==> src/sv/wsfd_pkg.sv <==
// Package for the WebSocket frame deframer: parse phases, result codes,
// opcodes, the result record and opcode helper functions.
// Depends on nothing; used by wsfd_parser and websocket_frame_deframer_top.
package wsfd_pkg;

    localparam int LEN_W = 63;

    typedef enum logic [2:0] {
        PH_HDR0    = 3'd0,
        PH_HDR1    = 3'd1,
        PH_EXTLEN  = 3'd2,
        PH_MASKKEY = 3'd3,
        PH_PAYLOAD = 3'd4,
        PH_HALT    = 3'd5
    } phase_t;

    typedef enum logic [1:0] {
        KIND_HEADER  = 2'd0,
        KIND_PAYLOAD = 2'd1,
        KIND_ERROR   = 2'd2
    } kind_t;

    typedef enum logic [1:0] {
        ERR_NO_FIN     = 2'd0,
        ERR_BAD_OPCODE = 2'd1,
        ERR_LEN_TOPBIT = 2'd2
    } err_t;

    localparam logic [3:0] OP_TEXT   = 4'd1;
    localparam logic [3:0] OP_BINARY = 4'd2;
    localparam logic [3:0] OP_CLOSE  = 4'd8;
    localparam logic [3:0] OP_PING   = 4'd9;
    localparam logic [3:0] OP_PONG   = 4'd10;

    localparam logic [6:0] LEN16_CODE = 7'd126;
    localparam logic [6:0] LEN64_CODE = 7'd127;

    localparam logic [3:0] LEN16_BYTES    = 4'd2;
    localparam logic [3:0] LEN64_BYTES    = 4'd8;
    localparam logic [3:0] MASK_KEY_BYTES = 4'd4;

    typedef struct packed {
        logic             valid;
        kind_t            kind;
        logic [3:0]       opcode;
        logic [LEN_W-1:0] length;
        logic [7:0]       data;
        logic             last;
        err_t             err;
    } wsfd_result_t;

    function automatic logic is_data_op(input logic [3:0] op);
        return (op == OP_TEXT) || (op == OP_BINARY);
    endfunction

    function automatic logic is_control_op(input logic [3:0] op);
        return (op == OP_CLOSE) || (op == OP_PING) || (op == OP_PONG);
    endfunction

endpackage

==> src/sv/websocket_frame_deframer_top.sv <==
// Top level of the WebSocket frame deframer: byte input, result register.
// Depends on wsfd_pkg and wsfd_parser.
//
//   channel   handshake              fields
//   input     in_valid / in_ready    rx_byte
//   output    out_valid / out_ready  kind, frame_opcode_out, frame_length,
//                                    data_byte, last, error_code
//
// One byte per cycle while in_ready; a result comes in the cycle after its byte.
// The per-byte path is one 63-bit decrement and compare on the payload count.
// Reset clears the parse state and empties the result register.
// A new byte is taken while the result register is empty or being drained.
module websocket_frame_deframer_top (
    input  logic                             clk,
    input  logic                             rst_n,
    input  logic                             in_valid,
    output logic                             in_ready,
    input  logic [7:0]                       rx_byte,
    output logic                             out_valid,
    input  logic                             out_ready,
    output logic [1:0]                       kind,
    output logic [3:0]                       frame_opcode_out,
    output logic [wsfd_pkg::LEN_W-1:0]       frame_length,
    output logic [7:0]                       data_byte,
    output logic                             last,
    output logic [1:0]                       error_code
);

    wsfd_pkg::wsfd_result_t res;
    wsfd_pkg::wsfd_result_t out_reg;
    logic                   out_valid_reg;
    logic                   step;

    assign in_ready = !out_valid_reg || out_ready;
    assign step     = in_valid && in_ready;

    wsfd_parser u_parser (
        .clk     (clk),
        .rst_n   (rst_n),
        .step    (step),
        .rx_byte (rx_byte),
        .res     (res)
    );

    always_ff @(posedge clk or negedge rst_n)
    begin
        if (!rst_n)
            out_valid_reg <= 1'b0;
        else if (step)
            out_valid_reg <= res.valid;
        else if (out_ready)
            out_valid_reg <= 1'b0;
    end

    always_ff @(posedge clk)
    begin
        if (step && res.valid)
            out_reg <= res;
    end

    assign out_valid        = out_valid_reg;
    assign kind             = out_reg.kind;
    assign frame_opcode_out = out_reg.opcode;
    assign frame_length     = out_reg.length;
    assign data_byte        = out_reg.data;
    assign last             = out_reg.last;
    assign error_code       = out_reg.err;

`ifndef SYNTHESIS
    a_no_drop: assert property (@(posedge clk) disable iff (!rst_n)
        !in_ready |-> out_valid_reg && !out_ready)
        else $error("input stalled with room in the result register");

    a_result_loaded: assert property (@(posedge clk) disable iff (!rst_n)
        step && res.valid |=> out_valid_reg)
        else $error("result was not registered");

    a_out_hold: assert property (@(posedge clk) disable iff (!rst_n)
        out_valid_reg && !out_ready |=> out_valid_reg && $stable(out_reg))
        else $error("result changed while waiting");
`endif

endmodule

==> src/sv/wsfd_parser.sv <==
// Frame parse state and the per-byte decode logic of the deframer.
// Depends on wsfd_pkg; produces at most one result record per accepted byte.
module wsfd_parser (
    input  logic                  clk,
    input  logic                  rst_n,
    input  logic                  step,
    input  logic [7:0]            rx_byte,
    output wsfd_pkg::wsfd_result_t res
);

    wsfd_pkg::phase_t                phase_reg, phase_next;
    logic [3:0]                      opcode_reg, opcode_next;
    logic                            masked_reg, masked_next;
    logic [63:0]                     accum_reg, accum_next;
    logic [3:0]                      hdr_left_reg, hdr_left_next;
    logic [31:0]                     key_reg, key_next;
    logic [1:0]                      idx_reg, idx_next;
    logic [wsfd_pkg::LEN_W-1:0]      left_reg, left_next;

    logic [6:0]                      len7;
    logic                            hdr_done;
    logic                            ext_top;
    logic [wsfd_pkg::LEN_W-1:0]      ext_len;
    logic [7:0]                      key_byte;

    assign len7     = rx_byte[6:0];
    assign hdr_done = (hdr_left_reg == 4'd1);
    assign ext_top  = accum_reg[55];
    assign ext_len  = {accum_reg[54:0], rx_byte};

    always_comb
    begin
        case (idx_reg)
            2'd0:    key_byte = key_reg[31:24];
            2'd1:    key_byte = key_reg[23:16];
            2'd2:    key_byte = key_reg[15:8];
            default: key_byte = key_reg[7:0];
        endcase
    end

    always_comb
    begin
        phase_next = phase_reg;
        if (step)
        begin
            case (phase_reg)
                wsfd_pkg::PH_HDR0:
                begin
                    if (!rx_byte[7])
                        phase_next = wsfd_pkg::PH_HALT;
                    else if (!wsfd_pkg::is_data_op(rx_byte[3:0]) &&
                             !wsfd_pkg::is_control_op(rx_byte[3:0]))
                        phase_next = wsfd_pkg::PH_HALT;
                    else
                        phase_next = wsfd_pkg::PH_HDR1;
                end
                wsfd_pkg::PH_HDR1:
                begin
                    if (len7 == wsfd_pkg::LEN16_CODE || len7 == wsfd_pkg::LEN64_CODE)
                        phase_next = wsfd_pkg::PH_EXTLEN;
                    else if (rx_byte[7])
                        phase_next = wsfd_pkg::PH_MASKKEY;
                    else if (len7 != 7'd0)
                        phase_next = wsfd_pkg::PH_PAYLOAD;
                    else
                        phase_next = wsfd_pkg::PH_HDR0;
                end
                wsfd_pkg::PH_EXTLEN:
                begin
                    if (hdr_done)
                    begin
                        if (ext_top)
                            phase_next = wsfd_pkg::PH_HALT;
                        else if (masked_reg)
                            phase_next = wsfd_pkg::PH_MASKKEY;
                        else if (ext_len != '0)
                            phase_next = wsfd_pkg::PH_PAYLOAD;
                        else
                            phase_next = wsfd_pkg::PH_HDR0;
                    end
                end
                wsfd_pkg::PH_MASKKEY:
                begin
                    if (hdr_done)
                        phase_next = (left_reg != '0) ? wsfd_pkg::PH_PAYLOAD
                                                      : wsfd_pkg::PH_HDR0;
                end
                wsfd_pkg::PH_PAYLOAD:
                begin
                    if (left_reg == wsfd_pkg::LEN_W'(1))
                        phase_next = wsfd_pkg::PH_HDR0;
                end
                wsfd_pkg::PH_HALT:
                    phase_next = wsfd_pkg::PH_HALT;
                default:
                    phase_next = wsfd_pkg::PH_HDR0;
            endcase
        end
    end

    always_comb
    begin
        opcode_next   = opcode_reg;
        masked_next   = masked_reg;
        accum_next    = accum_reg;
        hdr_left_next = hdr_left_reg;
        key_next      = key_reg;
        idx_next      = idx_reg;
        left_next     = left_reg;
        res           = '0;
        res.kind      = wsfd_pkg::KIND_HEADER;
        res.err       = wsfd_pkg::ERR_NO_FIN;
        res.opcode    = opcode_reg;
        if (step)
        begin
            case (phase_reg)
                wsfd_pkg::PH_HDR0:
                begin
                    if (!rx_byte[7])
                    begin
                        res.valid  = 1'b1;
                        res.kind   = wsfd_pkg::KIND_ERROR;
                        res.opcode = rx_byte[3:0];
                        res.err    = wsfd_pkg::ERR_NO_FIN;
                    end
                    else if (!wsfd_pkg::is_data_op(rx_byte[3:0]) &&
                             !wsfd_pkg::is_control_op(rx_byte[3:0]))
                    begin
                        res.valid  = 1'b1;
                        res.kind   = wsfd_pkg::KIND_ERROR;
                        res.opcode = rx_byte[3:0];
                        res.err    = wsfd_pkg::ERR_BAD_OPCODE;
                    end
                    else
                    begin
                        opcode_next = rx_byte[3:0];
                    end
                end
                wsfd_pkg::PH_HDR1:
                begin
                    masked_next = rx_byte[7];
                    accum_next  = '0;
                    if (len7 == wsfd_pkg::LEN16_CODE)
                        hdr_left_next = wsfd_pkg::LEN16_BYTES;
                    else if (len7 == wsfd_pkg::LEN64_CODE)
                        hdr_left_next = wsfd_pkg::LEN64_BYTES;
                    else
                    begin
                        left_next = wsfd_pkg::LEN_W'(len7);
                        if (rx_byte[7])
                            hdr_left_next = wsfd_pkg::MASK_KEY_BYTES;
                        else
                        begin
                            idx_next      = 2'd0;
                            hdr_left_next = 4'd0;
                            res.valid     = 1'b1;
                            res.length    = wsfd_pkg::LEN_W'(len7);
                            res.last      = wsfd_pkg::is_data_op(opcode_reg) &&
                                            (len7 == 7'd0);
                        end
                    end
                end
                wsfd_pkg::PH_EXTLEN:
                begin
                    accum_next    = {accum_reg[55:0], rx_byte};
                    hdr_left_next = hdr_left_reg - 4'd1;
                    if (hdr_done)
                    begin
                        if (ext_top)
                        begin
                            res.valid = 1'b1;
                            res.kind  = wsfd_pkg::KIND_ERROR;
                            res.err   = wsfd_pkg::ERR_LEN_TOPBIT;
                        end
                        else
                        begin
                            left_next = ext_len;
                            if (masked_reg)
                                hdr_left_next = wsfd_pkg::MASK_KEY_BYTES;
                            else
                            begin
                                idx_next   = 2'd0;
                                res.valid  = 1'b1;
                                res.length = ext_len;
                                res.last   = wsfd_pkg::is_data_op(opcode_reg) &&
                                             (ext_len == '0);
                            end
                        end
                    end
                end
                wsfd_pkg::PH_MASKKEY:
                begin
                    key_next      = {key_reg[23:0], rx_byte};
                    hdr_left_next = hdr_left_reg - 4'd1;
                    if (hdr_done)
                    begin
                        idx_next   = 2'd0;
                        res.valid  = 1'b1;
                        res.length = left_reg;
                        res.last   = wsfd_pkg::is_data_op(opcode_reg) && (left_reg == '0);
                    end
                end
                wsfd_pkg::PH_PAYLOAD:
                begin
                    idx_next  = idx_reg + 2'd1;
                    left_next = left_reg - wsfd_pkg::LEN_W'(1);
                    if (wsfd_pkg::is_data_op(opcode_reg))
                    begin
                        res.valid = 1'b1;
                        res.kind  = wsfd_pkg::KIND_PAYLOAD;
                        res.data  = masked_reg ? (rx_byte ^ key_byte) : rx_byte;
                        res.last  = (left_reg == wsfd_pkg::LEN_W'(1));
                    end
                end
                default:
                begin
                end
            endcase
        end
    end

    always_ff @(posedge clk or negedge rst_n)
    begin
        if (!rst_n)
        begin
            phase_reg    <= wsfd_pkg::PH_HDR0;
            opcode_reg   <= 4'd0;
            masked_reg   <= 1'b0;
            accum_reg    <= '0;
            hdr_left_reg <= 4'd0;
            key_reg      <= '0;
            idx_reg      <= 2'd0;
            left_reg     <= '0;
        end
        else
        begin
            phase_reg    <= phase_next;
            opcode_reg   <= opcode_next;
            masked_reg   <= masked_next;
            accum_reg    <= accum_next;
            hdr_left_reg <= hdr_left_next;
            key_reg      <= key_next;
            idx_reg      <= idx_next;
            left_reg     <= left_next;
        end
    end

`ifndef SYNTHESIS
    a_halt_sticks: assert property (@(posedge clk) disable iff (!rst_n)
        phase_reg == wsfd_pkg::PH_HALT |=> phase_reg == wsfd_pkg::PH_HALT)
        else $error("parser left the halted phase");

    a_payload_nonzero: assert property (@(posedge clk) disable iff (!rst_n)
        phase_reg == wsfd_pkg::PH_PAYLOAD |-> left_reg != '0)
        else $error("payload phase with no bytes left");

    a_error_halts: assert property (@(posedge clk) disable iff (!rst_n)
        res.valid && res.kind == wsfd_pkg::KIND_ERROR |=> phase_reg == wsfd_pkg::PH_HALT)
        else $error("error result without halting");

    a_hdr_count: assert property (@(posedge clk) disable iff (!rst_n)
        (phase_reg == wsfd_pkg::PH_EXTLEN || phase_reg == wsfd_pkg::PH_MASKKEY)
        |-> hdr_left_reg != 4'd0)
        else $error("header byte count ran out");
`endif

endmodule
==> config.mk <==
export PLATFORM = sky130hd
export DESIGN_NAME = websocket_frame_deframer_top
export DESIGN_NICKNAME = d
export VERILOG_FILES = /design/src/sv/wsfd_pkg.sv /design/src/sv/websocket_frame_deframer_top.sv /design/src/sv/wsfd_parser.sv
export SDC_FILE = /design/constraint.sdc
export NUM_CORES = 1
export LEC_CHECK = 0
export ABC_CLOCK_PERIOD_IN_PS = 8100
export BUFFER_PORTS_ARGS = -buffer_cell sky130_fd_sc_hd__buf_2
export CORE_MARGIN = 8
export CORE_UTILIZATION = 50
export CTS_CLUSTER_SIZE = 40
export DETAILED_ROUTE_END_ITERATION = 16
export PLACE_DENSITY_LB_ADDON = 0.25
export RECOVER_POWER = 50
export SKIP_LAST_GASP = 1
export SLEW_MARGIN = 20
export SYNTH_ARGS = -nofsm -noshare
export SYNTH_HDL_FRONTEND = slang
export SYNTH_SLANG_ARGS = --single-unit
==> constraint.sdc <==
create_clock -name clk -period 8.1 [get_ports clk]
set_clock_uncertainty 0.05 [all_clocks]
set_input_delay 0.81 -clock clk [delete_from_list [all_inputs] [get_ports clk]]
set_output_delay 0.81 -clock clk [all_outputs]
set_load 0.05 [all_outputs]
==> flow_summary.toml <==
[run_status]
outcome = "finished with violations"
violations = "max-capacitance violations, max-slew violations"

[worst_setup_path]
cpMaxStageDelayCell = "clkbuf_1"
path_buf_inv = 2
crit_path_max_fanout = 95
crit_required_ns = 7.75
crit_chain = "buf_6 -> clkbuf_1"
crit_family = "buffers and inverters"
end_kind = "asynchronous set/reset pin"
start_kind = "input pin"
slowest_delay_ns = 2.87
critical_path_class = "input pin to asynchronous set/reset pin"
crit_arrival_ns = 4.43

[min_path]
hold_path.class = "input pin to asynchronous set/reset pin"

[finish]
nFillCells = 2153
register_area_um2 = 6556
multi_input_area_um2 = 5271
layout-drive-gt1-share = 0.1072
final_core_util = 0.5614
nets = 1241
diodes = 0
area_delta_synth_final_pct = 11.16
stdcell_count = 1565

[synthesis]
synth_commonest_cells = "166 x dfrtp_1, 127 x nor2_1, 108 x o21ai_0"
synth_most_common_cell = "dfrtp_1"
netlist.area_leader.share = 0.3402
syn_inst = 1175
syn_nets = 1195
yosysSeqAreaShare = 0.5369
synth_cell_types = 69
synthTopCellsByArea = "dfrtp_1 34%, edfxtp_1 20%, a22oi_1 5.1%"
synth-seq-cells = 246
yosysWarnings = 0
synthArstFlopShare = 0.6748
synth-edff-count = 80
syn_area_um2 = 12210
yosysTopAreaCell = "dfrtp_1"
syn_avg_cell_area_um2 = 10.39
synthFlopType = "dfrtp_1"

[sta]
setup_viol = 0
drv_slew = 107
fmax_mhz = 209.5
fin_ws_ns = 3.327
finalHoldViolations = 0
fin_crit_ns = 4.773
holdWs_ns = 0.3223
finalSetupTns_ns = 0
rsz0062_at_grt = "false"
maxSlewHeadroom = -1.655
tightest_slew_ns = 3.982
period_share = 0.5893

[clock_network]
cts_hold_buffers = 0
path_clk_slew_ns = 0.06
numCtsBuffers = 26
clk_latency_ns = 0.54
htree_levels = 1
cts_setup_buffers = 0
root_buffer = "clkbuf_16"
cts_tree = "built"
post_cts_resized = 0
max-clock-path-buffers = 3
clock-sinks = 246

[pwr]
p_per_area_nw_per_um2 = 348.5
p_leak_nw = 5.219
peakVddDrop_mv = 0.1718

[die]
num_rows = 57
io_pins = 94
core_region_area_um2 = 24180
die_h_um = 172.3
die-area_um2 = 29680
dieWidth_um = 172.3
start_util = 0.5050

[place]
place_ws_ns = 4.950
gp_congestion = 0.8801
numPortBuffers = 93
placed_cells = 1517
dp_hpwl_mm = 22.23

[global_routing]
grt-ovfl-total = 0
grt_max_degree = 96
track_usage = 0.2364
grt_pass1_vias = 9676
grt_first_pass_wirelength_mm = 55.55
antenna_found_initial = 0

[route]
viasPerCell = 6.466
met3_length_mm = 2.768
wl_met1_mm = 15.20
top_layer = "met4"
vias = 10120
first_iter_violations = 1074
dr.pass1.iters = 5
drc = 0
antenna_left = 0
wirelength_mm = 35.00
met2_length_mm = 16.30
wl_per_cell_um = 22.36

[run]
maxCapViolations = 2
## kinds of logic after synthesis
logic type,count (synthesis),share of synthesized area
xor+xnor,9,0.006456
simple gates,380,0.1617
compound gates,384,0.2154
mux,38,0.03504
fa+ha+maj,8,0.008198
flops,246,0.5369
buf+inv,110,0.03627
## layout by cell type (no fill, tap or decap), drive strengths merged, types with 20 or more instances in the layout
cell	instances
edfxtp	80
a21oi	41
nor2	128
nand2	75
a22oi	83
clkbuf	126
inv	20
o21ai	110
nor4	37
dfrtp	166
nand3	22
nor3	48
a22o	59
mux2	38
buf	24
## per-stage QoR
stage / power [W] / instance area, um^2
floorplan: 0.003119 / 12220
global placement: 0.003611 / 12900
detailed placement: 0.003636 / 12900
CTS: 0.004768 / 13690
global route: 0.004968 / 13570
finish: 0.004731 / 13570
## layout make-up
cell class,count,area share
multi-input cells,819,0.3884
clock inverters,6,0.002120
repair buffers,108,0.03494
flip-flops and latches,246,0.4830
well taps,324,0.02987
clock buffers,42,0.05614
inverters,20,0.005531
## layer usage
layer	vias up	global-route usage
li1	4581	-
met3	62	0.03128
met1	5002	0.3451
met2	474	0.3640
met5	-	0
met4	0	0.06672
## power by group
group	leakage, nW	internal, W	switching [W]	total (W)
Sequential	3.03	0.00157	0.000263	0.00183
Clock	0.390	0.000640	0.000487	0.00113
Combinational	1.80	0.000439	0.00133	0.00177
## worst paths after layout
check,start,end,slack [ns],cells past startpoint
max in group clk,u_parser.phase_reg[2],u_parser.left_reg[37],4.73,7
worst min-delay path,rst_n,u_parser.key_reg[11],0.32,1
worst max register to register,u_parser.phase_reg[2],u_parser.left_reg[37],4.73,7
worst max-delay path,rst_n,u_parser.accum_reg[28],3.33,2
worst min register to register,u_parser.key_reg[29],u_parser.key_reg[29],0.46,1
min in group clk,u_parser.key_reg[29],u_parser.key_reg[29],0.46,1
Note: power is estimated with default switching activity, not from simulation.
